[src/rtl/core/tile_map_store_and_locator_top_assert.svh]
// assertion macros for the tile map store and locator
`ifndef TILE_MAP_STORE_AND_LOCATOR_TOP_ASSERT_SVH
`define TILE_MAP_STORE_AND_LOCATOR_TOP_ASSERT_SVH
`ifndef ASSERT_OFF
`define TMSL_ASSERT_IMP(label, clk, rst_n, ante, cons) \
    label: assert property (@(posedge clk) disable iff (!rst_n) (ante) |-> (cons)) \
        else $error("tmsl: same-cycle check failed");
`define TMSL_ASSERT_NXT(label, clk, rst_n, ante, cons) \
    label: assert property (@(posedge clk) disable iff (!rst_n) (ante) |=> (cons)) \
        else $error("tmsl: next-cycle check failed");
`else
`define TMSL_ASSERT_IMP(label, clk, rst_n, ante, cons)
`define TMSL_ASSERT_NXT(label, clk, rst_n, ante, cons)
`endif
`endif

[src/rtl/core/tmsl_pkg.sv]
// shared types and constants of the tile map store and locator
`timescale 1ns / 1ps

package tmsl_pkg;

    localparam int MODE_W     = 2;
    localparam int COL_W      = 7;
    localparam int ROW_W      = 7;
    localparam int VAL_W      = 16;
    localparam int LIN_W      = 13;
    localparam int STAT_W     = 2;
    localparam int ID_W       = 16;
    localparam int IDX_W      = 12;
    localparam int POS_W      = 14;
    localparam int CLIPX_W    = 20;
    localparam int CLIPY_W    = 24;
    localparam int CELL_W     = 14;
    localparam int MW_W       = 7;
    localparam int TW_W       = 9;
    localparam int AWD_W      = 13;
    localparam int PR_W       = 13;
    localparam int CFG_IDX_W  = 3;
    localparam int CFG_DATA_W = 13;

    localparam logic [MODE_W-1:0] MODE_WRITE = 2'd0;
    localparam logic [MODE_W-1:0] MODE_READ  = 2'd1;
    localparam logic [MODE_W-1:0] MODE_INFO  = 2'd2;

    localparam logic [STAT_W-1:0] STAT_OK    = 2'd0;
    localparam logic [STAT_W-1:0] STAT_RANGE = 2'd1;
    localparam logic [STAT_W-1:0] STAT_NOTEX = 2'd2;

    localparam logic [CFG_IDX_W-1:0] CFG_MAP_WIDTH   = 3'd0;
    localparam logic [CFG_IDX_W-1:0] CFG_MAP_HEIGHT  = 3'd1;
    localparam logic [CFG_IDX_W-1:0] CFG_TILE_WIDTH  = 3'd2;
    localparam logic [CFG_IDX_W-1:0] CFG_TILE_HEIGHT = 3'd3;
    localparam logic [CFG_IDX_W-1:0] CFG_ATLAS_WIDTH = 3'd4;

    typedef enum logic [3:0] {
        ST_CLEAR,
        ST_IDLE,
        ST_INDEX,
        ST_CHECK,
        ST_PR_START,
        ST_PR_WAIT,
        ST_LIN_START,
        ST_LIN_WAIT,
        ST_TID_START,
        ST_TID_WAIT,
        ST_MUL,
        ST_DONE
    } state_t;

    typedef enum logic [2:0] {
        RES_RANGE,
        RES_NOTEX,
        RES_WRITE,
        RES_READ,
        RES_INFO
    } res_t;

    typedef enum logic [1:0] {
        DIV_PER_ROW,
        DIV_LIN,
        DIV_TID
    } div_op_t;

    typedef struct packed {
        logic    load;
        logic    calc_index;
        logic    mem_we;
        logic    mem_re;
        logic    clr_step;
        logic    div_start;
        div_op_t div_op;
        logic    cap_pr;
        logic    cap_lin;
        logic    cap_tid;
        logic    mul;
        logic    out_load;
        res_t    res;
    } dp_cmd_t;

    typedef struct packed {
        logic [MODE_W-1:0] mode;
        logic              pos_ok;
        logic              lin_ok;
        logic              tw_zero;
        logic              div_busy;
        logic              div_done;
        logic              div_q_zero;
        logic              clr_last;
        logic              out_free;
    } dp_sts_t;

endpackage

[src/rtl/core/tmsl_ctrl.sv]
// controller state machine sequencing the datapath for each request
`timescale 1ns / 1ps

module tmsl_ctrl (
    input  logic              clk,
    input  logic              rst_n,
    input  logic              in_valid,
    output logic              in_ready,
    input  tmsl_pkg::dp_sts_t sts,
    output tmsl_pkg::dp_cmd_t cmd
);

    tmsl_pkg::state_t state_reg;
    tmsl_pkg::state_t state_next;
    tmsl_pkg::res_t   res_reg;
    tmsl_pkg::res_t   res_next;

    always_ff @(posedge clk or negedge rst_n)
    begin
        if (!rst_n)
        begin
            state_reg <= tmsl_pkg::ST_CLEAR;
            res_reg   <= tmsl_pkg::RES_RANGE;
        end
        else
        begin
            state_reg <= state_next;
            res_reg   <= res_next;
        end
    end

    // next state
    always_comb
    begin
        state_next = state_reg;
        res_next   = res_reg;
        case (state_reg)
            tmsl_pkg::ST_CLEAR:
            begin
                if (sts.clr_last)
                begin
                    state_next = tmsl_pkg::ST_IDLE;
                end
            end
            tmsl_pkg::ST_IDLE:
            begin
                if (in_valid)
                begin
                    state_next = tmsl_pkg::ST_INDEX;
                end
            end
            tmsl_pkg::ST_INDEX:
            begin
                state_next = tmsl_pkg::ST_CHECK;
            end
            tmsl_pkg::ST_CHECK:
            begin
                state_next = tmsl_pkg::ST_DONE;
                res_next   = tmsl_pkg::RES_RANGE;
                case (sts.mode)
                    tmsl_pkg::MODE_WRITE:
                    begin
                        if (sts.pos_ok)
                        begin
                            res_next = tmsl_pkg::RES_WRITE;
                        end
                    end
                    tmsl_pkg::MODE_READ:
                    begin
                        if (sts.pos_ok)
                        begin
                            res_next = tmsl_pkg::RES_READ;
                        end
                    end
                    tmsl_pkg::MODE_INFO:
                    begin
                        if (sts.lin_ok && sts.tw_zero)
                        begin
                            res_next = tmsl_pkg::RES_NOTEX;
                        end
                        else if (sts.lin_ok)
                        begin
                            state_next = tmsl_pkg::ST_PR_START;
                        end
                    end
                    default: ;
                endcase
            end
            tmsl_pkg::ST_PR_START:
            begin
                state_next = tmsl_pkg::ST_PR_WAIT;
            end
            tmsl_pkg::ST_PR_WAIT:
            begin
                if (sts.div_done && sts.div_q_zero)
                begin
                    res_next   = tmsl_pkg::RES_NOTEX;
                    state_next = tmsl_pkg::ST_DONE;
                end
                else if (sts.div_done)
                begin
                    state_next = tmsl_pkg::ST_LIN_START;
                end
            end
            tmsl_pkg::ST_LIN_START:
            begin
                state_next = tmsl_pkg::ST_LIN_WAIT;
            end
            tmsl_pkg::ST_LIN_WAIT:
            begin
                if (sts.div_done)
                begin
                    state_next = tmsl_pkg::ST_TID_START;
                end
            end
            tmsl_pkg::ST_TID_START:
            begin
                state_next = tmsl_pkg::ST_TID_WAIT;
            end
            tmsl_pkg::ST_TID_WAIT:
            begin
                if (sts.div_done)
                begin
                    state_next = tmsl_pkg::ST_MUL;
                end
            end
            tmsl_pkg::ST_MUL:
            begin
                res_next   = tmsl_pkg::RES_INFO;
                state_next = tmsl_pkg::ST_DONE;
            end
            tmsl_pkg::ST_DONE:
            begin
                if (sts.out_free)
                begin
                    state_next = tmsl_pkg::ST_IDLE;
                end
            end
            default:
            begin
                state_next = tmsl_pkg::ST_IDLE;
            end
        endcase
    end

    // outputs
    always_comb
    begin
        in_ready       = 1'b0;
        cmd.load       = 1'b0;
        cmd.calc_index = 1'b0;
        cmd.mem_we     = 1'b0;
        cmd.mem_re     = 1'b0;
        cmd.clr_step   = 1'b0;
        cmd.div_start  = 1'b0;
        cmd.div_op     = tmsl_pkg::DIV_PER_ROW;
        cmd.cap_pr     = 1'b0;
        cmd.cap_lin    = 1'b0;
        cmd.cap_tid    = 1'b0;
        cmd.mul        = 1'b0;
        cmd.out_load   = 1'b0;
        cmd.res        = res_reg;
        case (state_reg)
            tmsl_pkg::ST_CLEAR:
            begin
                cmd.clr_step = 1'b1;
            end
            tmsl_pkg::ST_IDLE:
            begin
                in_ready = 1'b1;
                cmd.load = in_valid;
            end
            tmsl_pkg::ST_INDEX:
            begin
                cmd.calc_index = 1'b1;
            end
            tmsl_pkg::ST_CHECK:
            begin
                case (sts.mode)
                    tmsl_pkg::MODE_WRITE: cmd.mem_we = sts.pos_ok;
                    tmsl_pkg::MODE_READ:  cmd.mem_re = sts.pos_ok;
                    tmsl_pkg::MODE_INFO:  cmd.mem_re = sts.lin_ok && !sts.tw_zero;
                    default: ;
                endcase
            end
            tmsl_pkg::ST_PR_START:
            begin
                cmd.div_start = 1'b1;
            end
            tmsl_pkg::ST_PR_WAIT:
            begin
                cmd.cap_pr = sts.div_done;
            end
            tmsl_pkg::ST_LIN_START:
            begin
                cmd.div_start = 1'b1;
                cmd.div_op    = tmsl_pkg::DIV_LIN;
            end
            tmsl_pkg::ST_LIN_WAIT:
            begin
                cmd.div_op  = tmsl_pkg::DIV_LIN;
                cmd.cap_lin = sts.div_done;
            end
            tmsl_pkg::ST_TID_START:
            begin
                cmd.div_start = 1'b1;
                cmd.div_op    = tmsl_pkg::DIV_TID;
            end
            tmsl_pkg::ST_TID_WAIT:
            begin
                cmd.div_op  = tmsl_pkg::DIV_TID;
                cmd.cap_tid = sts.div_done;
            end
            tmsl_pkg::ST_MUL:
            begin
                cmd.mul = 1'b1;
            end
            tmsl_pkg::ST_DONE:
            begin
                cmd.out_load = sts.out_free;
            end
            default: ;
        endcase
    end

endmodule

[config.mk]
export PLATFORM = sky130hd
export DESIGN_NAME = tmsl_ctrl
export DESIGN_NICKNAME = d
export VERILOG_FILES = /design/src/rtl/core/tile_map_store_and_locator_top_assert.svh /design/src/rtl/core/tmsl_pkg.sv /design/src/rtl/core/tmsl_ctrl.sv
export SDC_FILE = /design/constraint.sdc
export NUM_CORES = 1
export LEC_CHECK = 0
export BUFFER_PORTS_ARGS = -buffer_cell sky130_fd_sc_hd__buf_2
export CELL_PAD_IN_SITES_DETAIL_PLACEMENT = 1
export CELL_PAD_IN_SITES_GLOBAL_PLACEMENT = 2
export CORE_ASPECT_RATIO = 0.75
export CORE_MARGIN = 5
export CORE_UTILIZATION = 28
export DETAILED_ROUTE_END_ITERATION = 7
export PLACE_DENSITY = 0.84
export SLEW_MARGIN = 10
export SYNTH_ARGS = -nofsm -noshare
export SYNTH_HDL_FRONTEND = slang
export SYNTH_SLANG_ARGS = --single-unit
[constraint.sdc]
create_clock -name clk -period 2.2 [get_ports clk]
set_input_delay 0.11 -clock clk [delete_from_list [all_inputs] [get_ports clk]]
set_output_delay 0.11 -clock clk [all_outputs]
set_load 0.1 [all_outputs]
==> results.txt <==
status -> finished, final reports clean
max cap viols -> 0
Crit path max-delay family -> flip-flops
placed inst area -> 940 sq um
Remaining Overflow, GRT -> 0
FFs w/ async S/R, synth -> 1.00
# rows -> 16
DRT antenna net count -> 0
register area share after synthesis -> 0.235
CP Max Fanout -> 15
Core Region -> 2580 sq um
initial antenna violation count -> 0
DRC Markers -> 0
clk slew on worst S/H paths -> 50 ps
clk buf depth -> 2
Tcrit/Tclk final -> 0.901
final setup fails -> 0
#FFs+latches synth -> 7
GR Util All Layers -> 0.129
Ant. Diodes -> 0
Inserted Clock Buffers -> 3
CP max stage delay -> 680 ps
Worst Path Buf+Inv -> 1
Slew HR -> 0.640
DP Wirelength -> 1880 um
r2r endpoint -> state_reg[2]$_DFFE_PN0P_
area leader, netlist -> dfrtp_1
Die Span Y -> 54.7 um
Synth top cells by count -> 7 x dfrtp_1, 7 x inv_1, 7 x nor2_1
Pleak -> 0.480 nW
area share of the largest cell type after synthesis -> 0.235
global-route wire length before repair -> 3880 um
post-DR wirelength/cell -> 15.0 um
I/O Pins -> 30
Die Area -> 3810 sq um
Port Buffers -> 28
CP Cell Sequence -> nand2_1, nor3_2, buf_2
max FFs per register -> 4
Critical Path Start -> state_reg[1]$_DFFE_PN0P_
R2R cell count -> 4
Final Util -> 0.379
Initial Util -> 0.289
r2r setup slk -> 350 ps
Area Overhead vs Synth -> 31.2%
Initial DRT Pass Iterations -> 4
share of cells above drive strength 1 -> 0.452
crit path kind -> reg2out
vias in the first global route -> 803
pwr dens -> 1630 nW/um^2
syn_area_per_cell -> 8.89 sq um
Final min period -> 1980 ps
Netlist cell types -> 42
vias per std cell -> 4.97
CTS sink cnt -> 7
syn nets -> 101
Initial DRC Count -> 29
top area cells in the synthesized netlist -> dfrtp_1 23%, ha_1 6.7%, o21ai_0 4.0%
Main synth FF type -> dfrtp_1
FILL cells -> 319
Cell Area, Synth -> 747 sq um
root buf cell -> clkbuf_4
FMAX -> 504 MHz
cell area after layout -> 980 sq um
Reg-to-Reg Start -> state_reg[1]$_DFFE_PN0P_
worst path arrival time -> 1870 ps
largest net degree at the start of global routing -> 16
Max Slew Vio Count -> 0
Routed WL -> 2260 um
Critical Path RT -> 2090 ps
Setup Skew -> 0.274 ps
die width -> 69.6 um
endpoints failing hold -> 0
Min-Delay Path Class -> in2async
# nets final -> 133
CTS tree -> done
Tot Pwr -> 1.60 mW
CP max-delay cell -> dfrtp_1
CP endpoint kind -> primary output
via count -> 751
GPL Wtd Cong -> 0.862
Post-Syn Instances -> 84
EDFF count, synth -> 0
Syn. warnings -> 0
actual slew at the worst max-slew pin -> 540 ps
H-tree depth -> 1
maximum VDD drop -> 0.879 mV
startpoint types -> register
Clock Latency Late Sink -> 250 ps
unrepaired setup endpoints after global routing -> no
-- power by group --
part,internal [mW],total (mW),switching (mW),leakage (nW)
sequential,0.181,0.287,0.107,0.0857
combinational,0.316,1.19,0.875,0.377
clock,0.0665,0.117,0.0502,0.0177
-- worst max-delay path by stage --
stage                     slack [ps]  cells past startpoint                  endpoint
final                            220                      3                    cmd[6]
after global routing              70                      4                    cmd[7]
after CTS                        130                      4                    cmd[7]
after detailed placement         400                      4  state_reg[2]$_DFFE_PN0P_
after global placement           450                      4  state_reg[2]$_DFFE_PN0P_
after floorplan                 -230                      2                   cmd[11]
-- layout make-up --
type	count	area [sq um]	share of cell area
clock buffers	3	22.5	0.0230
flip-flops and latches	7	175	0.179
multi-input cells	66	541	0.552
clock inverters	1	5.00	0.00511
well taps	36	45.0	0.0460
repair buffers	31	165	0.169
inverters	7	26.3	0.0268
-- cells by family (layout without fill, tap and decap cells) --
family / count (synthesis) / count (layout) / synth area share
XOR/XNOR: 1 / 1 / 0.0117
AO/OA/AOI/OAI: 24 / 24 / 0.271
buffers and inverters: 11 / 42 / 0.0770
flip-flops: 7 / 7 / 0.235
AND/OR/NAND/NOR: 34 / 34 / 0.283
adder cells (fa/ha/maj): 4 / 4 / 0.0670
multiplexers: 3 / 3 / 0.0553
-- layer usage --
layer | global-route usage | wire length, um
met5 | 0 | 0
met4 | 0.0478 | 35
met3 | 0.0257 | 121
met1 | 0.178 | 1160
met2 | 0.199 | 947
-- per-stage QoR --
stage / setup TNS (ps) / worst slack, ps / instances / hold WS, ps
6_report: 0 / 218 / 151 / 208
2_1_floorplan: -230 / -230 / 84 / -186
3_5_place_dp: 0 / 399 / 146 / -52.7
5_1_grt: 0 / 74.5 / 151 / 213
4_1_cts: 0 / 126 / 151 / 201
3_3_place_gp: 0 / 451 / 146 / -59.4
-- cells in the final DEF (no fill, tap or decap), types with 2 or more instances in the layout --
master	synthesis	layout
buf_2	1	28
inv_1	7	7
dfrtp_1	7	7
o21ai_0	6	6
nor2_1	7	4
and2_1	4	4
a21oi_1	4	4
nand2_1	4	4
ha_1	4	4
nor2_2	0	3
clkbuf_4	0	3
and3_1	2	2
nor3_2	0	2
mux2_4	2	2
a32oi_1	2	2
buf_4	2	2
-- worst reg2reg max path, stage by stage, from the launching register on --
cell     delay (ps)
dfrtp_1         680
nand2_1         280
o32ai_4         370
a31oi_4          70
mux2_4          330
-- repair_timing --
item | CTS | global route
resized for setup | 0 | 1
hold endpoints to repair | 7 | 0
setup buffers | 0 | 0
endpoints found under the setup margin | 0 | 2
hold buffers | 1 | 0
Power figures use the tool's default switching activity.
